--- config.mk ---
export PLATFORM = sky130hd
export DESIGN_NAME = vrce_core
export DESIGN_NICKNAME = d
export VERILOG_FILES = /design/src/rtl/vrce_pkg.sv /design/src/rtl/vrce_core.sv
export SDC_FILE = /design/constraint.sdc
export NUM_CORES = 1
export LEC_CHECK = 0
export ABC_AREA = 1
export BUFFER_PORTS_ARGS = -buffer_cell sky130_fd_sc_hd__buf_2
export CELL_PAD_IN_SITES_DETAIL_PLACEMENT = 1
export CELL_PAD_IN_SITES_GLOBAL_PLACEMENT = 1
export CORE_UTILIZATION = 35
export CTS_BUF_LIST = sky130_fd_sc_hd__clkbuf_16
export CTS_CLUSTER_SIZE = 12
export DETAILED_ROUTE_END_ITERATION = 10
export PLACE_DENSITY_LB_ADDON = 0.3
export SKIP_CTS_REPAIR_TIMING = 1
export SYNTH_ARGS = -nofsm -noshare
export SYNTH_HDL_FRONTEND = slang
export SYNTH_SLANG_ARGS = --single-unit
--- constraint.sdc ---
create_clock -name clk -period 6.5 [get_ports clk]
set_clock_uncertainty 0.1 [all_clocks]
set_input_delay 0.975 -clock clk [delete_from_list [all_inputs] [get_ports clk]]
set_output_delay 0.975 -clock clk [all_outputs]
set_load 0.03 [all_outputs]
--- src/rtl/vrce_pkg.sv ---
// Shared types and constants for the vehicle route cost evaluator.
// No dependencies; every other file in rtl/ imports this package.
package vrce_pkg;

    localparam int MAX_CITIES_DEF = 256;
    localparam int DIST_BITS_DEF  = 16;
    localparam int LOAD_BITS_DEF  = 16;

    localparam int MAX_RESULTS = 5;
    localparam int RES_CNT_W   = 3;
    localparam int CAP_W       = 16;
    localparam int VAL_W       = 32;

    localparam logic [1:0] ACT_DIST   = 2'd0;
    localparam logic [1:0] ACT_DEMAND = 2'd1;
    localparam logic [1:0] ACT_VISIT  = 2'd2;

    localparam logic KIND_STOP  = 1'b0;
    localparam logic KIND_TOTAL = 1'b1;

    typedef struct packed {
        logic             kind;
        logic [VAL_W-1:0] value;
        logic             fin;
    } res_item_t;

    typedef struct packed {
        res_item_t [MAX_RESULTS-1:0] slot;
        logic [RES_CNT_W-1:0]        count;
    } res_bundle_t;

endpackage

--- src/rtl/vrce_core.sv ---
// Route sequencer: decodes requests, drives the table memories, tracks load
// and running distance, and builds the result bundle. Uses vrce_pkg.
module vrce_core #(
    parameter int MAX_CITIES = vrce_pkg::MAX_CITIES_DEF,
    parameter int DIST_BITS  = vrce_pkg::DIST_BITS_DEF,
    parameter int LOAD_BITS  = vrce_pkg::LOAD_BITS_DEF
) (
    input  logic                                 clk,
    input  logic                                 rst_n,
    input  logic                                 in_valid,
    output logic                                 in_ready,
    input  logic [1:0]                           in_action,
    input  logic [7:0]                           in_city_a,
    input  logic [7:0]                           in_city_b,
    input  logic [15:0]                          in_entry_value,
    input  logic                                 in_route_end,
    input  logic                                 cfg_valid,
    input  logic [vrce_pkg::CAP_W-1:0]           cfg_data,
    output logic                                 dist_we,
    output logic [2*$clog2(MAX_CITIES)-1:0]      dist_waddr,
    output logic [DIST_BITS-1:0]                 dist_wdata,
    output logic                                 dist_re,
    output logic [2*$clog2(MAX_CITIES)-1:0]      dist_raddr_a,
    output logic [2*$clog2(MAX_CITIES)-1:0]      dist_raddr_b,
    input  logic [DIST_BITS-1:0]                 dist_rdata_a,
    input  logic [DIST_BITS-1:0]                 dist_rdata_b,
    output logic                                 dem_we,
    output logic [$clog2(MAX_CITIES)-1:0]        dem_waddr,
    output logic [LOAD_BITS-1:0]                 dem_wdata,
    output logic                                 dem_re,
    output logic [$clog2(MAX_CITIES)-1:0]        dem_raddr,
    input  logic [LOAD_BITS-1:0]                 dem_rdata,
    input  logic                                 buf_free,
    output logic                                 buf_push,
    output vrce_pkg::res_bundle_t                buf_bundle
);
    import vrce_pkg::*;

    localparam int CITY_W = $clog2(MAX_CITIES);
    localparam int SUM_W  = (LOAD_BITS > CAP_W ? LOAD_BITS : CAP_W) + 1;
    localparam int ACC_W  = VAL_W + 2;
    localparam int EXT_W  = DIST_BITS + 1;

    localparam logic [1:0] PH_IDLE  = 2'd0;
    localparam logic [1:0] PH_LEG   = 2'd1;
    localparam logic [1:0] PH_CLOSE = 2'd2;

    localparam logic [CITY_W-1:0] DEPOT = '0;

    // city index reduced modulo the table size
    logic [CITY_W-1:0] city_mod [256];
    for (genvar i = 0; i < 256; i++)
    begin : g_mod
        assign city_mod[i] = CITY_W'(i % MAX_CITIES);
    end

    logic [1:0]         phase_reg, phase_next;
    logic [CITY_W-1:0]  city_reg;
    logic               end_reg;
    logic               over_reg;
    logic [CITY_W-1:0]  prev_reg;
    logic [LOAD_BITS-1:0] load_reg, load_next;
    logic [VAL_W-1:0]   dist_reg, dist_next;
    logic               lsd_reg, lsd_next;
    logic               started_reg, started_next;
    logic [CAP_W-1:0]   cap_reg;

    logic [CITY_W-1:0]  ca, cb;
    logic               in_fire, visit_fire, close_go;
    logic               depot;
    logic [SUM_W-1:0]   load_sum;
    logic               fits;
    logic [DIST_BITS-1:0] leg_dist;
    logic [ACC_W-1:0]   leg_acc;
    logic [EXT_W-1:0]   extra;
    logic [ACC_W-1:0]   close_acc;
    logic [VAL_W-1:0]   close_total;
    logic               lsd0, lsd1;
    res_item_t [MAX_RESULTS-1:0] cand;
    logic [MAX_RESULTS-1:0]      cand_en;
    logic [RES_CNT_W-1:0]        fill;

    assign ca = city_mod[in_city_a];
    assign cb = city_mod[in_city_b];

    assign close_go   = (phase_reg == PH_CLOSE) && buf_free;
    assign in_ready   = (phase_reg == PH_IDLE) || close_go;
    assign in_fire    = in_valid && in_ready;
    assign visit_fire = in_fire && (in_action == ACT_VISIT);

    // table writes
    assign dist_we    = in_fire && (in_action == ACT_DIST);
    assign dist_waddr = {ca, cb};
    assign dist_wdata = DIST_BITS'(in_entry_value);
    assign dem_we     = in_fire && (in_action == ACT_DEMAND);
    assign dem_waddr  = ca;
    assign dem_wdata  = LOAD_BITS'(in_entry_value);

    // issue leg reads on accept, return and closing reads in the leg phase
    assign dem_re    = visit_fire;
    assign dem_raddr = ca;
    assign dist_re   = visit_fire || (phase_reg == PH_LEG);
    always_comb
    begin
        if (phase_reg == PH_LEG)
        begin
            dist_raddr_a = {DEPOT, city_reg};
            dist_raddr_b = {city_reg, DEPOT};
        end
        else
        begin
            dist_raddr_a = {prev_reg, ca};
            dist_raddr_b = {prev_reg, DEPOT};
        end
    end

    // leg phase: capacity check and first distance
    assign depot    = (city_reg == DEPOT);
    assign load_sum = SUM_W'(load_reg) + SUM_W'(dem_rdata);
    assign fits     = (load_sum <= SUM_W'(cap_reg));
    assign leg_dist = (depot || !fits) ? dist_rdata_b : dist_rdata_a;
    assign leg_acc  = ACC_W'(dist_reg) + ACC_W'(leg_dist);

    // closing phase: leg out of the depot and the return at route end
    assign extra = (over_reg ? EXT_W'(dist_rdata_a) : '0)
                 + (end_reg ? EXT_W'(dist_rdata_b) : '0);
    assign close_acc   = ACC_W'(dist_reg) + ACC_W'(extra);
    assign close_total = (close_acc[ACC_W-1:VAL_W] != '0) ? '1 : close_acc[VAL_W-1:0];

    assign lsd0 = started_reg ? lsd_reg : 1'b1;
    assign lsd1 = depot ? 1'b1 : 1'b0;

    always_comb
    begin
        cand[0] = '{kind: KIND_STOP,  value: '0, fin: 1'b0};
        cand[1] = '{kind: KIND_STOP,  value: '0, fin: 1'b0};
        cand[2] = '{kind: KIND_STOP,  value: VAL_W'(city_reg), fin: 1'b0};
        cand[3] = '{kind: KIND_STOP,  value: '0, fin: 1'b0};
        cand[4] = '{kind: KIND_TOTAL, value: close_total, fin: 1'b1};
        cand_en[0] = !started_reg;
        cand_en[1] = depot ? !lsd0 : (over_reg && !lsd0);
        cand_en[2] = !depot;
        cand_en[3] = end_reg && !lsd1;
        cand_en[4] = end_reg;
    end

    // pack the enabled results into consecutive slots
    always_comb
    begin
        buf_bundle.slot = '0;
        fill = '0;
        for (int i = 0; i < MAX_RESULTS; i++)
        begin
            if (cand_en[i])
            begin
                buf_bundle.slot[fill] = cand[i];
                fill = fill + RES_CNT_W'(1);
            end
        end
        buf_bundle.count = fill;
    end

    assign buf_push = close_go;

    always_comb
    begin
        phase_next   = phase_reg;
        load_next    = load_reg;
        dist_next    = dist_reg;
        lsd_next     = lsd_reg;
        started_next = started_reg;
        case (phase_reg)
            PH_IDLE:
            begin
                if (visit_fire)
                begin
                    phase_next = PH_LEG;
                end
            end
            PH_LEG:
            begin
                phase_next = PH_CLOSE;
                dist_next  = (leg_acc[ACC_W-1:VAL_W] != '0) ? '1 : leg_acc[VAL_W-1:0];
                if (depot)
                begin
                    load_next = '0;
                end
                else if (fits)
                begin
                    load_next = LOAD_BITS'(load_sum);
                end
                else
                begin
                    load_next = dem_rdata;
                end
            end
            PH_CLOSE:
            begin
                if (close_go)
                begin
                    phase_next = visit_fire ? PH_LEG : PH_IDLE;
                    if (end_reg)
                    begin
                        load_next    = '0;
                        dist_next    = '0;
                        lsd_next     = 1'b1;
                        started_next = 1'b0;
                    end
                    else
                    begin
                        dist_next    = close_total;
                        lsd_next     = lsd1;
                        started_next = 1'b1;
                    end
                end
            end
            default:
            begin
                phase_next = PH_IDLE;
            end
        endcase
    end

    always_ff @(posedge clk or negedge rst_n)
    begin
        if (!rst_n)
        begin
            phase_reg   <= PH_IDLE;
            prev_reg    <= '0;
            load_reg    <= '0;
            dist_reg    <= '0;
            lsd_reg     <= 1'b1;
            started_reg <= 1'b0;
            cap_reg     <= '0;
        end
        else
        begin
            phase_reg   <= phase_next;
            load_reg    <= load_next;
            dist_reg    <= dist_next;
            lsd_reg     <= lsd_next;
            started_reg <= started_next;
            if (visit_fire)
            begin
                // the next visit reads from here; a route end returns to the depot
                prev_reg <= in_route_end ? DEPOT : ca;
            end
            if (cfg_valid)
            begin
                cap_reg <= cfg_data;
            end
        end
    end

    // item payload, held through the leg and closing phases
    always_ff @(posedge clk)
    begin
        if (visit_fire)
        begin
            city_reg <= ca;
            end_reg  <= in_route_end;
        end
        if (phase_reg == PH_LEG)
        begin
            over_reg <= !depot && !fits;
        end
    end

endmodule

After elaboration in Yosys (flattened, before gate mapping)
Memories as Yosys holds them, arrays and structs flattened.
Cells that the tools add are included.
Widths: inputs -> output; s select.

word-level totals
  memories = 2
  output and inout port bits = 275
  input port bits = 104
  logic and storage cells = 113
  memory bits (read-only) = 4,096
  register bits after elaboration = 86

memory list
  name              words  width  rd ports  clocked after memory_dff  wr ports  RTL line         text
  (name not given)  256    8      1         0                         0         vrce_core.sv:84  assign cb = city_mod[in_city_b];
  (name not given)  256    8      1         0                         0         vrce_core.sv:83  assign ca = city_mod[in_city_a];

operators by class
  eq/ne operators = 7
  add/subtract/negate cells = 8
  multiplexer cells = 44
  reductions and logical operators = 28
  bitwise operators = 5
  $lt $le $gt $ge = 9

operators by type and width
  cell                 count
  $mux 170             3
  $demux 34 s3         3
  $and 145x170->170    1
  $and 170x170->170    1
  $bwmux 170           1
  $not 170->170        1
  $mux 16              9
  $mux 32              4
  $mux 34              3
  $pmux 32 s2          1
  $mux 8               5
  $add 16x16->17       2
  $add 32x16->33       1
  $add 32x17->33       1
  $pmux 16 s2          1
  $ge 9x9->1 const B   2
  $not 8->9            2
  $le 17x16->1         1
  $add 3x1->3 const B  4
  $lt 3x4->1 const B   3
  $mux 3               4
  $logic_and 1x1->1    11
  $ge 3x1->1 const B   3
  $logic_not 8->1      1
  other kinds (12)     33

Longest topological paths before layout
  depth after elaboration = 16
  gate-level depth with buffers = 42
  gate-level depth less buffers = 41

Worst setup path after synthesis
Ideal clock, no wire load.

  kind = input to register
  from = input dem_rdata[0]
  to = register dist_reg[25]
  setup time = 0.077 ns
  buffers on the path = 2
  stages = 36
  data arrival time = 5.540 ns
  data required time = 6.323 ns
  slack = 0.782 ns
  cells stage by stage = ha_1 > inv_1 > fa_1 > nand3b_1 > nand2_1 > nand2_1 > nand2_1 > nand2_1 > nand2_1 > xor2_1 > ha_1 > a21oi_1 > nor3_1 > a211oi_1 > nor2_1 > nor2_1 > nand3_2 > nand2_2 > buf_2 > nand3_1 > nand2_1 > ha_1 > inv_1 > fa_1 > inv_1 > nand3_1 > nand2_1 > nand3_1 > o21ai_2 > nand3_1 > nand2_1 > nand4_2 > buf_2 > nand4_1 > nand2_1 > a21oi_1

between the ends
  longest elaborated chain between the ends = 9

ends and longest elaborated chain
  element               RTL line          text
  start, declared       vrce_core.sv:32   input logic [LOAD_BITS-1:0] dem_rdata,
  $add 16x16->17 (*)    vrce_core.sv:119  assign load_sum = SUM_W'(load_reg) + SUM_W'(dem_rdata);
  $le 17x16->1 (*)      vrce_core.sv:120  assign fits = (load_sum <= SUM_W'(cap_reg));
  $logic_not 1->1 (*)   vrce_core.sv:121  assign leg_dist = (depot || !fits) ? dist_rdata_b : dist_rdata_a;
  $logic_or 1x1->1 (*)  vrce_core.sv:121
  $mux 16 (*)           vrce_core.sv:121
  $add 32x16->33 (*)    vrce_core.sv:122  assign leg_acc = ACC_W'(dist_reg) + ACC_W'(leg_dist);
  $reduce_bool 2->1     vrce_core.sv:183  dist_next = (leg_acc[ACC_W-1:VAL_W] != '0) ? '1 : leg_acc[VAL_W-1:0];
  $mux 32 (*)           vrce_core.sv:183
  $pmux 32 s2 (*)       vrce_core.sv:172  case (phase_reg)
  end signal, assigned  vrce_core.sv:240  dist_reg <= dist_next;
  end, declared         vrce_core.sv:63   logic [VAL_W-1:0] dist_reg, dist_next;

Every way passes the cells marked *; elsewhere a longest branch is shown, timed or not.
A chain may end at the register's enable or synchronous reset.

Final worst setup path
  from = input dem_rdata[0]
  to = register dist_reg[18]

Same word-level chain as after synthesis.

==> flow_results.org <==
** Outcome
- The run finished, with violations left.
- Violations in the final reports :: design-rule violations

** Final layout
- Post-layout nets :: 2189
- The repair_antennas step left the layout with diodes totalling 0.
- The register with the most flip-flops in the layout has 32 of them.
- At the end of the flow the core is filled with cells to 41.3%.
- Fill cells in the final layout number 4265.
- Summing all multi-input logic gate instances after layout gives 6970 sq um.
- Flip-flop and latch area :: 2200 sq um
- From synthesis to final layout, the design area changed by 15.4%.
- The post-route netlist has 20.3% of its cells at a drive strength greater than 1.

** Placement
- GP Congestion :: 0.950
- Worst setup slack before clock tree synthesis :: 0.0359 ns
- The count of buffers added on input and output ports is 306.
- Summed over all nets, the half-perimeter wirelength after detailed placement is 35900 um.

** Critical path
- On the critical path the largest part of the delay comes from simple AND/OR/NAND/NOR gates.
- Among all stages on the critical path, the largest delay is contributed by fa_1.
- Most prevalent standard cell on the critical path :: nand2_1
- Arrival time of the worst setup path :: 6.14 ns
- Flop-to-flop setup slack :: 0.83 ns
- Max FO, Critical Path :: 14
- The critical path crosses 33 cells after its start point.
- Counting cells, the worst reg-to-reg path comes to 32.
- End of the worst register-to-register path :: dist_reg[18]
- Worst path bufs/invs :: 3
- For the worst setup path, the data required time is 6.65 ns.
- The critical path is of the primary input to flop type.
- The worst setup path is captured at a flop.
- The largest single stage delay on the critical path is 0.39 ns.
- The most critical setup path has its startpoint at dem_rdata[0].
- In this run the worst setup path terminates at dist_reg[18].
- Kind of start point of the critical path :: primary input
- In this run the critical register-to-register path is launched from load_reg[0].

** Floorplanning
- Number of placed I/O pins :: 379
- The die covers 32100 sq um.
- In this run the standard cell core region covers 30700 sq um.
- For this configuration, the core starts out at a cell density of 35.8%.
- Number of rows in the core area :: 64
- The die is 179 um tall.
- Die Span X :: 179 um

** Timing
- The worst pin sits at a relative slew slack of 42.4%.
- Hold violation count in the final report :: 0
- Setup repair after global routing missed its margin :: no
- Total of endpoints with negative setup slack in the final report :: 0
- Hold is met by 0.381 ns.
- Final worst path period share :: 92.2%
- For the pin with the worst max-slew slack, the measured transition is 0.864 ns.
- Final setup margin :: 0.508 ns
- Subtracting the final worst setup slack from the clock period gives 5.99 ns.
- Static timing analysis puts the maximum clock frequency at 167 MHz.
- The max-slew violation count is 0.
- Total negative setup slack :: 0 ns

** GRT
- Global-route wire length before repair :: 68600 um
- Global routing finished with a remaining overflow of 0.
- The number of antenna violations at the first check in global routing was 0.
- Global routing consumed, over all layers together, 27.7% of the routing resources.
- Entering global routing, the biggest net connects 61 pins.
- The via count of the first global-routing pass came to 12500.

** Yosys
- The commonest cells after synthesis are nand2_1 (479), inv_1 (260), nor2_1 (203).
- Among all cell types in the netlist, the one instantiated most often is nand2_1.
- For this run, the number of Yosys warnings is 0.
- Ranked by total cell area, the synthesized netlist is headed by dfrtp_1 (17%), nand2_1 (16%), inv_1 (8.9%).
- In this run, synthesis inferred 10 flip-flops with an integrated enable.
- The synthesized netlist contains 56 unique library cells.
- Number of standard cells after synthesis :: 1783
- Post-synth design cell area :: 11000 sq um
- Mean instance size in the synthesized netlist :: 6.17 sq um
- Sequential element share of the synthesized area :: 20.0%
- FFs w/ async S/R, synth :: 88.4%
- The top cell type by area accounts for 17.1% of the synthesized area.
- Post-synth top flop :: dfrtp_1
- Cell type with the highest aggregate area in the netlist :: dfrtp_1
- Number of register bits inferred by synthesis :: 86

** Route
- Detailed routing inserted a total of 12500 vias.
- For this run, the detailed router's first-pass iteration total came to 8.
- Routed len/inst :: 18.8 um
- Post-route DRC :: 32
- Total Wirelength :: 45000 um
- Count of routing violations after the opening detailed-route iteration :: 659
- Number of antenna-violating nets in the routed design :: 0
- Using the TritonRoute via totals, the vias-per-cell ratio works out to 5.22.

** Clock tree
- Maximum clock insertion buffer count :: 2
- Clock latency on the worst-skew pair :: 0.38 ns
- TritonCTS created 9 clock buffers.
- TritonCTS built the clock tree.
- CTS root buffer :: clkbuf_16
- CTS built an H-tree with a depth of 3.
- Clock edge transition at the registers on the reported setup and hold paths :: 0.08 ns
- Sinks on Clock Net :: 86

** Power
- The worst-case IR drop observed on VDD is 0.000219 V.
- Total power per unit cell area :: 565 nW/um^2
- LEAKAGE :: 7.55 nW

** Job
- Max Cap Viol :: 0

** Worst hold path
- The worst hold path belongs to the class primary input to asynchronous set/reset pin.
[through the flow]
step / instance area [sq um] / cells / total power [W]
after floorplan: 11000 / 1790 / 0.00483
after global placement: 12400 / 2380 / 0.00637
after detailed placement: 12400 / 2380 / 0.00653
after CTS: 12700 / 2396 / 0.00714
after global routing: 12700 / 2396 / 0.00776
final: 12700 / 2396 / 0.00717
[worst min path at each step]
stage,endpoint,depth (start not counted),slack (ns),start
after floorplan,load_reg[11],2,0.35,load_reg[11]
after global placement,load_reg[9],2,0.37,load_reg[9]
after detailed placement,load_reg[14],2,0.38,load_reg[14]
after CTS,dist_reg[14],1,0.38,rst_n
after global routing,dist_reg[12],1,0.39,rst_n
final,dist_reg[12],1,0.38,rst_n
[placed cells by master, fill, tap and decap left out, types with 6 or more instances in the layout]
master       n
a21oi_1     93
nand3b_1     6
ha_1        70
a21o_1       6
clkbuf_16    9
inv_2       10
nand2_2      8
xor2_1      21
or2_2       16
fa_1        20
nor3_1      15
nand4_1     49
dfrtp_1     75
buf_4       24
inv_1      263
a31oi_1      9
a211oi_1     6
o21ai_1     16
nand3_1    117
conb_1       8
o21ai_0     83
xnor2_1     18
nand2_1    479
nor2_1     202
edfxtp_1    10
buf_2      305
o31ai_1      8
[cell type report]
type,instances,area share [%]
Sequential cell,86,17.4
Multi-Input combinational cell,1296,54.9
Clock buffer,9,1.77
Inverter,273,8.09
Clock inverter,7,0.542
Timing Repair Buffer,329,13.4
Tap cell,396,3.90
[logic make-up after synthesis]
kind of cell / share of synthesized area, %
AND/OR/NAND/NOR: 35.7
buffers and inverters: 17.0
AO/OA/AOI/OAI: 12.4
adder cells (fa/ha/maj): 11.6
flip-flops: 20.0
XOR/XNOR: 3.11
other: 0.0341
multiplexers: 0.102
[report_power, final]
group | internal (W) | switching, W | leakage (nW)
clock network | 0.000298 | 0.000257 | 0.151
registers | 0.000699 | 0.000178 | 1.03
logic | 0.00179 | 0.00395 | 6.37
total | 0.00278 | 0.00438 | 7.55
[layer usage]
| metal | share of wire [%] | global-route usage, % | up-vias |
|---|---|---|---|
| li1 | - | - | 6000 |
| met1 | 42 | 33.5 | 6100 |
| met2 | 50 | 49.7 | 331 |
| met3 | 4.4 | 3.75 | 76 |
| met4 | 3.0 | 9.94 | 0 |
| met5 | 0 | 0 | - |
Note: power is estimated with default switching activity, not from simulation.
