`config.mk`:
```
export PLATFORM = sky130hd
export DESIGN_NAME = vrce_result_buf
export DESIGN_NICKNAME = d
export VERILOG_FILES = /design/src/rtl/vrce_pkg.sv /design/src/rtl/vrce_result_buf.sv
export SDC_FILE = /design/constraint.sdc
export NUM_CORES = 1
export LEC_CHECK = 0
export BUFFER_PORTS_ARGS = -buffer_cell sky130_fd_sc_hd__buf_2
export CORE_MARGIN = 5
export CORE_UTILIZATION = 40
export DETAILED_ROUTE_END_ITERATION = 10
export PLACE_DENSITY_LB_ADDON = 0.25
export SLEW_MARGIN = 20
export SYNTH_ARGS = -nofsm -noshare
export SYNTH_HDL_FRONTEND = slang
export SYNTH_SLANG_ARGS = --single-unit
```
`constraint.sdc`:
```
create_clock -name clk -period 6.35 [get_ports clk]
set_clock_uncertainty 0.15 [all_clocks]
set_input_delay 0.3175 -clock clk [delete_from_list [all_inputs] [get_ports clk]]
set_output_delay 0.3175 -clock clk [all_outputs]
set_load 0.01 [all_outputs]
```
`src/rtl/vrce_pkg.sv`:
```
// Shared types and constants for the vehicle route cost evaluator.
// No dependencies; every other file in rtl/ imports this package.
package vrce_pkg;

    localparam int MAX_CITIES_DEF = 256;
    localparam int DIST_BITS_DEF  = 16;
    localparam int LOAD_BITS_DEF  = 16;

    localparam int MAX_RESULTS = 5;
    localparam int RES_CNT_W   = 3;
    localparam int CAP_W       = 16;
    localparam int VAL_W       = 32;

    localparam logic [1:0] ACT_DIST   = 2'd0;
    localparam logic [1:0] ACT_DEMAND = 2'd1;
    localparam logic [1:0] ACT_VISIT  = 2'd2;

    localparam logic KIND_STOP  = 1'b0;
    localparam logic KIND_TOTAL = 1'b1;

    typedef struct packed {
        logic             kind;
        logic [VAL_W-1:0] value;
        logic             fin;
    } res_item_t;

    typedef struct packed {
        res_item_t [MAX_RESULTS-1:0] slot;
        logic [RES_CNT_W-1:0]        count;
    } res_bundle_t;

endpackage

```
`src/rtl/vrce_result_buf.sv`:
```
// Result buffer: takes a bundle of up to five results at once and drains
// them one per cycle to the output stream while out_ready is high. Uses vrce_pkg.
module vrce_result_buf (
    input  logic                 clk,
    input  logic                 rst_n,
    input  logic                 push,
    input  vrce_pkg::res_bundle_t bundle,
    output logic                 free,
    output logic                 out_valid,
    input  logic                 out_ready,
    output vrce_pkg::res_item_t  out_item
);
    import vrce_pkg::*;

    res_item_t [MAX_RESULTS-1:0] slot_reg;
    res_item_t [MAX_RESULTS-1:0] slot_next;
    logic [RES_CNT_W-1:0]        count_reg;
    logic [RES_CNT_W-1:0]        count_next;
    logic                        pop;

    assign out_valid = (count_reg != '0);
    assign out_item  = slot_reg[0];
    assign pop       = out_valid && out_ready;
    // accept a new bundle once the last held result leaves
    assign free      = (count_reg == '0) || ((count_reg == RES_CNT_W'(1)) && pop);

    always_comb
    begin
        slot_next  = slot_reg;
        count_next = count_reg;
        if (push)
        begin
            slot_next  = bundle.slot;
            count_next = bundle.count;
        end
        else if (pop)
        begin
            for (int i = 0; i < MAX_RESULTS - 1; i++)
            begin
                slot_next[i] = slot_reg[i+1];
            end
            count_next = count_reg - RES_CNT_W'(1);
        end
    end

    always_ff @(posedge clk)
    begin
        slot_reg <= slot_next;
    end

    always_ff @(posedge clk or negedge rst_n)
    begin
        if (!rst_n)
        begin
            count_reg <= '0;
        end
        else
        begin
            count_reg <= count_next;
        end
    end

endmodule

```
[Word-level counts from Yosys, hierarchy flattened]
Index checks and enable logic that the tools add are counted.
Storage, ports and cells
  output and inout port bits: 36
  word-level logic and storage cells: 28
  bits in registers: 173
  input bits: 177
Cells by class
  add/sub/neg operators: 1
  muxes and demuxes: 4
  eq/ne operators: 1
  reductions and logical operators: 6
Operators with widths (count)
  136-bit two-way mux: 2
  3-bit two-way mux: 2
  3-bit by 1-bit equality test with 1-bit output, second input constant: 1
  3-bit zero test: 1
  3-bit nonzero test: 1
  3-bit by 1-bit subtractor with 3-bit output, second input constant: 1
  1-bit logical AND: 2
  2-bit nonzero test: 1
  1-bit logical OR: 1

[Longest topological paths before layout]
Gate-level depths: netlist of the first run.
  word-level depth: 4
  mapped depth: 6
  mapped depth without buffers: 5

[Worst setup path after synthesis of the first run]
No wires, ideal clock.
  kind: register -> register
  start: register count_reg[0]
  end: register slot_reg (netlist bit out_item[0]), enable pin
  required time: 5.706 ns
  path buffers: 0
  arrival: 3.657 ns
  path slack: 2.049 ns
  setup time: 0.494 ns
  clock period less this slack: 4.301 ns
  cell stages (with the launch flop): 5
  cells stage by stage: dfrtp_1 -> inv_1 -> ha_1 -> nand2b_1 -> a21o_1
On the way
  longest elaborated chain between the ends: 3
Ends and longest elaborated chain
  from (decl): line vrce_result_buf.sv:17  | logic [RES_CNT_W-1:0] count_reg;
  from (signal assigned): line vrce_result_buf.sv:59  | count_reg <= count_next;
  3-bit nonzero test: line vrce_result_buf.sv:21  | assign out_valid = (count_reg != '0);
  net out_valid: line vrce_result_buf.sv:9  | output logic out_valid,
  1-bit logical AND: line vrce_result_buf.sv:23  | assign pop = out_valid && out_ready;
  2-bit nonzero test (no source line)
  to (signal assigned): line vrce_result_buf.sv:48  | slot_reg <= slot_next;
  to (decl): line vrce_result_buf.sv:15  | res_item_t [MAX_RESULTS-1:0] slot_reg;
The timed path passes the listed nets, and every way through them passes these cells.
A chain may end at the register's enable or synchronous reset.

[Worst setup path after layout of the first run]
  start: register count_reg[0]
  end: register slot_reg[37] in the netlist's numbering, enable pin
On the way
  longest elaborated chain between the ends: 3
Ends and longest elaborated chain (line)
  3-bit nonzero test: vrce_result_buf.sv:21
  1-bit logical AND: vrce_result_buf.sv:23
  2-bit nonzero test (no source line)
No other way between the ends.

==> results.yml, run 1 <==
outcome:
  outcome: "finished clean"
yosys:
  netlist_area_mm2: 0.007391
  syn-num-nets: 563
  synthMuxAreaShare_pct: 22.94
  synth_commonest_cells: "170 x edfxtp_1, 95 x mux2_2, 41 x mux2_4"
  synth.avg_cell_area_um2: 19.30
  synthTopCellsByArea: "edfxtp_1 69%, mux2_2 14%, mux2_4 8.3%"
  synth_top_family_by_area: "multiplexers"
  synth_compound_gate_area_share_pct: 0.4740
  synth_edf_count: 170
  async_flop_share_pct: 1.734
  yosys.area_share.simple_pct: 0.7618
  yosysTopAreaCell: "edfxtp_1"
  yosysMostFrequentCell: "edfxtp_1"
  synth_ff_type: "edfxtp_1"
  yosysWarnings: 0
  synth_xor_area_share_pct: 0
  synth_fa_ha_area_share_pct: 0.5079
  seq_area_frac_synth_pct: 70.09
  syn_inst: 383
  synth-seq-cells: 173
  netlist.area_leader.share_pct: 69.07
  synth_cell_type_count: 18
power:
  cellPowerDensity_mw_per_mm2: 285.6
  switching_share_pct: 21.59
  clock_power_share_pct: 34.0
  leakagePower_nw: 3.774
  pwr-share-seq_pct: 54.4
  intPower_w: 0.002080
  ir_drop_uv: 174.3
  switchingPower_w: 0.0005727
  p_comb_share_pct: 11.5
  p_total_w: 0.002653
clock_network:
  clockBufferDepth: 2
  post_cts_buffers: 0
  htreeDepth: 4
  numCtsBuffers: 17
  worstSkewPairLatency_ps: 420
  clockRootBuffer: "clkbuf_16"
  clkSinkCount: 173
  cts_tree: "built"
  path_clk_slew_ps: 60
setup_path:
  worstPathArrival_ps: 2950
  cp_slowest_cell: "a21o_4"
  ff2ff_setup_slack_ps: 3290
  slowest_delay_ps: 760
  path_cells: "inv_1 > ha_1 > nand2b_1 > a21o_4 > buf_4"
  r2r_cells: 5
  critical_path_class: "reg -> reg"
  worstSetupStartpointType: "flop"
  r2r-start: "count_reg[0]$_DFFE_PN0P_"
  r2r_end: "slot_reg[37]$_DFFE_PP_"
  crit_path_max_fanout: 76
  cp-end-kind: "flop"
  required_ps: 6250
floorplan:
  core_area_mm2: 0.01809
  num_io_pins: 213
  initial_core_util_pct: 40.86
  rows: 49
  die_h_um: 145.9
  die_area_mm2: 0.02130
  dieWidth_um: 145.9
drt:
  drt_pass1_iterations: 4
  ant_nets: 0
  vias: 3889
  drc_errors: 0
  first_iter_violations: 171
  wl_per_cell_um: 16.54
  drt-total-wl_um: 14010
  viasPerCell: 4.591
flow_run:
  max_cap_viol_count: 0
global_route:
  first_global_vias: 4323
  antenna_found_initial: 3
  grt_max_degree: 77
  grt_overflow: 0
  grt_usage_pct: 13.33
  grt_pass1_wl_um: 22080
min_path:
  min_path_cells: 2
  min_from: "bundle[109]"
  min_to: "slot_reg[106]$_DFFE_PP_"
  hp-class: "in -> reg"
place:
  port_buffers: 212
  gp_congestion: 0.7240
  placed_cells_incl_taps: 777
  dpl.hpwl_um: 9650
finish:
  nFillCells: 1506
  largest_reg_flops: 136
  drive_gt1_share_pct: 61.17
  syn2layout_area_growth_pct: 25.70
  fin_cells: 847
  antenna_cells: 0
  layout.nets: 785
timing:
  min_period_ps: 3058
  post-route-period-util_pct: 48.16
  setup_viol: 0
  slew_violations: 0
  setup_tns_ps: 0
  final_hold_viol_count: 0
  max_freq_mhz: 327.0
  slew_headroom_pct: 35.30
  worst_slew_pin_slew_ps: 970.5
  rsz0062_at_grt: "no"
metrics by stage:
stage | cell area [um^2] | utilization, % | setup slack (ps) | hold WS (ps)
floorplan | 7391 | - | 2049 | -128.1
global placement | 8398 | 46.43 | 3401 | -36.21
detailed placement | 8398 | 46.43 | 3267 | -30.96
CTS | 9290 | 51.37 | 3243 | 21.43
global route | 9290 | 51.37 | 3087 | 24.86
finish | 9290 | 51.37 | 3292 | 46.45
power by group through the flow:
stage | Clock, W | Combinational [W] | Sequential [W]
after CTS | 0.000933 | 0.000311 | 0.00145
after global placement | 0 | 0.000281 | 0.00146
after detailed placement | 0 | 0.000291 | 0.00147
after floorplan | 0 | 0.000211 | 0.00146
after global routing | 0.000980 | 0.000334 | 0.00146
final | 0.000903 | 0.000306 | 0.00144
metal layers:
| layer | part of all wire [%] | global-route usage (%) | vias up |
|---|---|---|---|
| met2 | 53 | 23.26 | 111 |
| met1 | 38 | 14.41 | 1861 |
| met3 | 6.0 | 4.640 | 33 |
| met4 | 2.9 | 6.553 | 6 |
| li1 | - | - | 1878 |
| met5 | 0.19 | 0 | - |
logic make-up after synthesis:
kind of cell / count (synthesis)
adder cells (fa/ha/maj): 3
multiplexers: 137
AND/OR/NAND/NOR: 13
AO/OA/AOI/OAI: 5
flip-flops: 173
buffers and inverters: 52
worst max-delay path by stage:
| stage | cells after the start | end | startpoint | slack, ps |
|---|---|---|---|---|
| 2_1_floorplan | 4 | out_item[0]$_DFFE_PP_ | count_reg[0]$_DFFE_PN0P_ | 2050 |
| 3_3_place_gp | 5 | slot_reg[109]$_DFFE_PP_ | count_reg[0]$_DFFE_PN0P_ | 3400 |
| 3_5_place_dp | 5 | out_item[7]$_DFFE_PP_ | count_reg[0]$_DFFE_PN0P_ | 3270 |
| 4_1_cts | 5 | slot_reg[74]$_DFFE_PP_ | count_reg[0]$_DFFE_PN0P_ | 3240 |
| 5_1_grt | 5 | slot_reg[36]$_DFFE_PP_ | count_reg[0]$_DFFE_PN0P_ | 3090 |
| 6_report | 5 | slot_reg[37]$_DFFE_PP_ | count_reg[0]$_DFFE_PN0P_ | 3290 |
critical path: cells and delay by family, from the launching register on:
family                     cells  cell delay (ps)
AOI/OAI and AO/OA              1              760
adders and majority gates      1              230
and+or+nand+nor                1              210
DFF                            1              380
buffers and inverters          2              840
cell type report:
type	instances	area, um^2	area share [%]
clock buffers	20	436.7	4.700
clock inverters	12	75.07	0.8081
inverters	2	7.507	0.08081
multi-input cells	158	1832	19.72
flip-flops and latches	173	5180	55.76
well taps	229	286.5	3.084
repair buffers	253	1473	15.85
what timing repair did:
action	4_1_cts	5_1_grt
hold buffers	38	0
hold endpoints to repair	40	0
resized for setup	0	0
cell usage in the layout (no fill, tap or decap), drive strengths merged:
cell         count
nand2            4
a21oi            1
o21ai            1
nand3            4
dfrtp            3
clkinvlp         6
inv              2
clkinv           6
nor2             4
nand2b           1
buf            214
edfxtp         170
a211o            2
mux2i            1
dlygate4sd3     38
ha               3
a21o             1
mux2           136
clkbuf          21
(Power assumes the default switching activity.)
==> run 2: changes to the inputs <==
==> constraint.sdc (replaced) <==
create_clock -name clk -period 2.95 [get_ports clk]
set_clock_uncertainty 0.15 [all_clocks]
set_input_delay 0.1475 -clock clk [delete_from_list [all_inputs] [get_ports clk]]
set_output_delay 0.1475 -clock clk [all_outputs]
set_load 0.01 [all_outputs]
==> run 2 against run 1 <==
  * The flow now stops in clock tree synthesis
  * Synthesized cell count did not move
  * Synthesized area unchanged
==> results.yml, run 2 <==
outcome:
  outcome: "stopped before the end"
  stop_stage: "clock tree synthesis"
  error_line: "[ERROR RSZ-0060] Max buffer count reached."
floorplan:
  rows: 49
  initial_core_util_pct: 40.86
  dieWidth_um: 145.9
  die_h_um: 145.9
  num_io_pins: 213
yosys:
  synth.avg_cell_area_um2: 19.30
  syn_inst: 383
  netlist.area_leader.share_pct: 69.07
  async_flop_share_pct: 1.734
  synth_ff_type: "edfxtp_1"
  synth_commonest_cells: "170 x edfxtp_1, 95 x mux2_2, 41 x mux2_4"
  synth-seq-cells: 173
  synth_edf_count: 170
  yosysWarnings: 0
  synth_cell_type_count: 18
  syn-num-nets: 563
  synthTopCellsByArea: "edfxtp_1 69%, mux2_2 14%, mux2_4 8.3%"
  yosysMostFrequentCell: "edfxtp_1"
  seq_area_frac_synth_pct: 70.09
  yosysTopAreaCell: "edfxtp_1"
  netlist_area_mm2: 0.007391
clock_network:
  hold_buffers: 163
  ctsResizeCount: 0
  clockRootBuffer: "clkbuf_16"
  post_cts_buffers: 0
  htreeDepth: 4
  numCtsBuffers: 17
  clockBufferDepth: 2
  clkSinkCount: 173
place:
  dpl.hpwl_um: 9909
  place_area_mm2: 0.008478
  port_buffers: 212
  gp_congestion: 0.7721
  placed_cells_incl_taps: 781
-- run 2: cell counts after synthesis --
No cell type changed its count.
-- run 2: per-stage QoR --
| step | hold slack (ps) | util [%] | setup WS, ps |
|---|---|---|---|
| floorplan | -298.1 | - | 556.0 |
| global placement | -206.8 | 46.88 | 879.7 |
| detailed placement | -198.3 | 46.88 | 752.0 |
-- run 2: logic make-up after synthesis --
family | share of synthesized area (%)
flip-flops | 70.09
multiplexers | 22.94
buffers and inverters | 5.231
AND/OR/NAND/NOR | 0.7618
AO/OA/AOI/OAI | 0.4740
adder cells (fa/ha/maj) | 0.5079
==> run 3: changes to the inputs <==
--- a/config.mk
+++ b/config.mk
@@ -7,9 +7,9 @@
 export LEC_CHECK = 0
 export BUFFER_PORTS_ARGS = -buffer_cell sky130_fd_sc_hd__buf_2
 export CORE_MARGIN = 5
-export CORE_UTILIZATION = 40
+export CORE_UTILIZATION = 25
 export DETAILED_ROUTE_END_ITERATION = 10
-export PLACE_DENSITY_LB_ADDON = 0.25
+export PLACE_DENSITY_LB_ADDON = 0.15
 export SLEW_MARGIN = 20
 export SYNTH_ARGS = -nofsm -noshare
 export SYNTH_HDL_FRONTEND = slang
==> run 3 against run 2 <==
  * The flow now finishes without violations
==> results.yml, run 3 (synthesized netlist as in run 1, its figures left out) <==
floorplan:
  dieWidth_um: 181.9
  num_io_pins: 213
  die_area_mm2: 0.03310
  core_area_mm2: 0.02940
  initial_core_util_pct: 25.14
  rows: 63
  die_h_um: 181.9
setup_path:
  r2r_cells: 5
  crit_path_max_fanout: 34
  cp_slowest_cell: "a21o_4"
  endpoint: "slot_reg[37]$_DFFE_PP_"
  critical_path_class: "reg -> reg"
  crit_start: "count_reg[0]$_DFFE_PN0P_"
  required_ps: 2910
  path_cells: "inv_1 > ha_1 > nand2b_1 > a21o_4 > buf_12"
  r2r_end: "slot_reg[37]$_DFFE_PP_"
  worstSetupStartpointType: "flop"
  cp-end-kind: "flop"
  worstPathArrival_ps: 2140
  slowest_delay_ps: 510
  ff2ff_setup_slack_ps: 770
  r2r-start: "count_reg[0]$_DFFE_PN0P_"
drt:
  viasPerCell: 3.849
  first_iter_violations: 93
  drt-total-wl_um: 16490
  drt_pass1_iterations: 4
  ant_nets: 0
  vias: 4457
  drc_errors: 0
  wl_per_cell_um: 14.24
clock_network:
  worstSkewPairLatency_ps: 420
  post_cts_buffers: 0
  clkSinkCount: 173
  htreeDepth: 4
  cts_tree: "built"
  clockRootBuffer: "clkbuf_16"
  clockBufferDepth: 2
  ctsResizeCount: 0
  path_clk_slew_ps: 70
  numCtsBuffers: 17
  hold_buffers: 177
finish:
  largest_reg_flops: 136
  nFillCells: 2751
  syn2layout_area_growth_pct: 50.36
  layout.nets: 935
  layout_commonest_cell: "buf_2"
  antenna_cells: 0
  drive_gt1_share_pct: 51.30
  layout_common_cells: "211 x buf_2, 177 x dlygate4sd3_1, 170 x edfxtp_1"
global_route:
  grt_overflow: 0
  grt_max_degree: 74
  first_global_vias: 4997
  grt_usage_pct: 10.00
  grt_pass1_wl_um: 26050
  antenna_found_initial: 0
power:
  ir_drop_uv: 376.4
  leakagePower_nw: 4.495
  cellPowerDensity_mw_per_mm2: 567.2
flow_run:
  max_cap_viol_count: 0
timing:
  slew_headroom_pct: 64.66
  slew_violations: 0
  min_period_ps: 2176
  post-route-period-util_pct: 73.77
  worst_slew_pin_slew_ps: 530.1
  setup_viol: 0
  hold_slack_ps: 47.67
  rsz0062_at_grt: "no"
  final_hold_viol_count: 0
  setup_tns_ps: 0
  max_freq_mhz: 459.5
place:
  dpl.hpwl_um: 11110
  port_buffers: 212
  gp_congestion: 0.7235
min_path:
  hp-class: "in -> reg"
outcome:
  outcome: "finished clean"
run 3: area by class of cell:
class,instances,area (um^2),area share [%]
Clock buffer,17,425.4,3.828
Tap cell,390,488.0,4.391
Inverter,2,7.507,0.06755
Multi-Input combinational cell,158,1832,16.48
Sequential cell,173,5180,46.61
Clock inverter,15,183.9,1.655
Timing Repair Buffer,403,2997,26.96
run 3: per-layer routing:
layer  GRT usage (%)  share of wire (%)  up-vias
met5               0                  0        -
met4           3.392                1.7        0
met3           3.045                6.1       14
met2           17.21                 50      133
met1           11.91                 42     2126
li1                -                  -     2184
run 3: worst min-delay path by stage:
stage / start / end / cells past startpoint
2_1_floorplan: rst_n / count_reg[0]$_DFFE_PN0P_ / 0
3_3_place_gp: rst_n / count_reg[2]$_DFFE_PN0P_ / 1
3_5_place_dp: rst_n / count_reg[2]$_DFFE_PN0P_ / 1
4_1_cts: out_ready / count_reg[2]$_DFFE_PN0P_ / 4
5_1_grt: out_ready / count_reg[2]$_DFFE_PN0P_ / 4
6_report: out_ready / count_reg[2]$_DFFE_PN0P_ / 4
run 3: metrics by stage:
step                      instance area (um^2)  setup WS (ps)  utilization, %  total power (W)  cells
final                                    11110          773.7           37.80         0.006304   1158
after global routing                     11110          652.7           37.80         0.006604   1158
after CTS                                11110          733.1           37.80         0.006437   1158
after detailed placement                  8732          753.2           29.70         0.003839    949
after global placement                    8732          843.8           29.70         0.003815    949
after floorplan                           7398          556.0               -         0.003597    383
run 3: power breakdown:
group	leakage (nW)	total [W]	switching [W]	internal, W
logic	2.45	0.000846	0.000327	0.000519
clock network	0.298	0.00235	0.000998	0.00135
registers	1.74	0.00311	0.0000709	0.00304
total	4.49	0.00630	0.00140	0.00491
run 3: critical path, delay by kind of cell, from the launching register on:
kind	cells	cell delay [ps]
simple gates	1	200
fa+ha+maj	1	230
compound gates	1	510
buf+inv	2	360
flops	1	380
==> run 4: changes to the inputs <==
==> constraint.sdc (replaced) <==
create_clock -name clk -period 2.05 [get_ports clk]
set_clock_uncertainty 0.15 [all_clocks]
set_input_delay 0.1025 -clock clk [delete_from_list [all_inputs] [get_ports clk]]
set_output_delay 0.1025 -clock clk [all_outputs]
set_load 0.01 [all_outputs]
==> run 4 against run 3 <==
  * Sequential share of layout area up 0.11 points
  * Worst hold slack got worse by 22 ps
  * Critical path depth increased by 2
  * Worst setup slack got worse by 730 ps
  * Routed wire length up 1.6%
  * Global-route usage rose by 0.051 points
  * Count of clock-buffer cells in the layout up 1
  * Utilization down 0.085 points
==> results.yml, run 4 (synthesized netlist as in run 1, its figures left out) <==
global_route:
  grt_max_degree: 70
  first_global_vias: 5032
  antenna_found_initial: 0
  grt_pass1_wl_um: 26420
  grt_usage_pct: 10.05
  grt_overflow: 0
setup_path:
  critical_path_class: "in -> reg"
  required_ps: 2200
  cp-end-kind: "flop"
  worst_path_dominant_cell_family: "buffers and inverters"
  crit_buf_inv: 4
  worstSetupStartpointType: "input port"
  worstPathArrival_ps: 2150
  path_cells: "dlygate4sd3_1 > clkbuf_8 > buf_16 > nor2_1 > nand3_1 > nand3_1 > dlygate4sd3_1"
  slowest_delay_ps: 560
  crit_path_max_fanout: 51
  cp_slowest_cell: "dlygate4sd3_1"
floorplan:
  rows: 63
  num_io_pins: 213
  die_area_mm2: 0.03310
  dieWidth_um: 181.9
  die_h_um: 181.9
  core_area_mm2: 0.02940
  initial_core_util_pct: 25.14
timing:
  setup_viol: 0
  slew_headroom_pct: 72.16
  rsz0062_at_grt: "no"
  setup_tns_ps: 0
  max_freq_mhz: 499.4
  slew_violations: 0
  worst_slew_pin_slew_ps: 417.6
  post-route-period-util_pct: 97.68
  min_period_ps: 2002
  final_hold_viol_count: 0
power:
  ir_drop_uv: 385.9
  leakagePower_nw: 4.456
  cellPowerDensity_mw_per_mm2: 803.1
  p_total_w: 0.008904
drt:
  wl_per_cell_um: 14.52
  drc_errors: 0
  first_iter_violations: 174
  ant_nets: 0
  viasPerCell: 3.873
  vias: 4466
  drt_pass1_iterations: 4
  drt-total-wl_um: 16740
finish:
  layout.nets: 931
  multiInputGateArea_mm2: 0.001852
  regArea_mm2: 0.005180
  layout_commonest_cell: "buf_2"
  antenna_cells: 0
  syn2layout_area_growth_pct: 50.02
  nFillCells: 2713
  largest_reg_flops: 136
  layout_common_cells: "211 x buf_2, 179 x dlygate4sd3_1, 170 x edfxtp_1"
  drive_gt1_share_pct: 50.85
clock_network:
  cts_tree: "built"
  path_clk_slew_ps: 70
  clkSinkCount: 173
  worstSkewPairLatency_ps: 410
  post_cts_buffers: 0
  numCtsBuffers: 17
  clockBufferDepth: 2
  htreeDepth: 4
  clockRootBuffer: "clkbuf_16"
outcome:
  outcome: "finished clean"
place:
  dpl.hpwl_um: 10790
  gp_congestion: 0.7370
  port_buffers: 212
min_path:
  hp-class: "in -> reg"
flow_run:
  max_cap_viol_count: 0
run 4: per-stage QoR:
stage / utilization (%) / hold WS, ps / cell area [um^2] / setup slack [ps] / cells
after floorplan: - / -343.1 / 7418 / -141.1 / 383
after global placement: 29.66 / -251.2 / 8720 / 310.4 / 943
after detailed placement: 29.66 / -245.2 / 8720 / 251.5 / 943
after CTS: 37.69 / 0.04804 / 11080 / 67.42 / 1153
after global routing: 37.71 / 24.97 / 11090 / 3.433 / 1153
final: 37.71 / 25.27 / 11090 / 47.59 / 1153
run 4: cell type report:
cell class / count / area share (%)
clock buffer: 18 / 3.870
clock inverter: 13 / 1.264
inverter: 2 / 0.06771
multi-input combinational: 158 / 16.70
sequential: 173 / 46.72
tap: 390 / 4.401
timing repair buffer: 399 / 26.98
run 4: final timing paths:
check	cells past startpoint	slack, ps	from	end
hold reg to reg	1	400	slot_reg[144]$_DFFE_PP_	slot_reg[110]$_DFFE_PP_
hold / removal	2	30	out_ready	slot_reg[96]$_DFFE_PP_
setup / recovery	7	50	push	count_reg[0]$_DFFE_PN0P_
min in group asynchronous	3	430	rst_n	count_reg[2]$_DFFE_PN0P_
max in group asynchronous	3	1170	rst_n	count_reg[0]$_DFFE_PN0P_
setup reg to reg	6	90	count_reg[1]$_DFFE_PN0P_	count_reg[0]$_DFFE_PN0P_
run 4: power breakdown:
part           switching, W  leakage (nW)  internal, W  total [W]
Combinational      0.000473          2.45     0.000750    0.00122
Sequential         0.000102          1.74      0.00437    0.00447
Clock               0.00141         0.266      0.00180    0.00321
run 4: metal layers:
| layer | GRT usage, % | wire length, um | vias to the layer above |
|---|---|---|---|
| li1 | - | - | 2176 |
| met1 | 12.58 | 7442 | 2126 |
| met2 | 16.73 | 8070 | 143 |
| met3 | 2.183 | 845 | 21 |
| met4 | 4.413 | 386 | 0 |
| met5 | 0 | 0 | - |
run 4: what timing repair did:
item	in CTS	in global routing
endpoints found under the hold margin	186	0
hold buffers	179	0
setup endpoints to repair	0	1
resized for setup	0	1
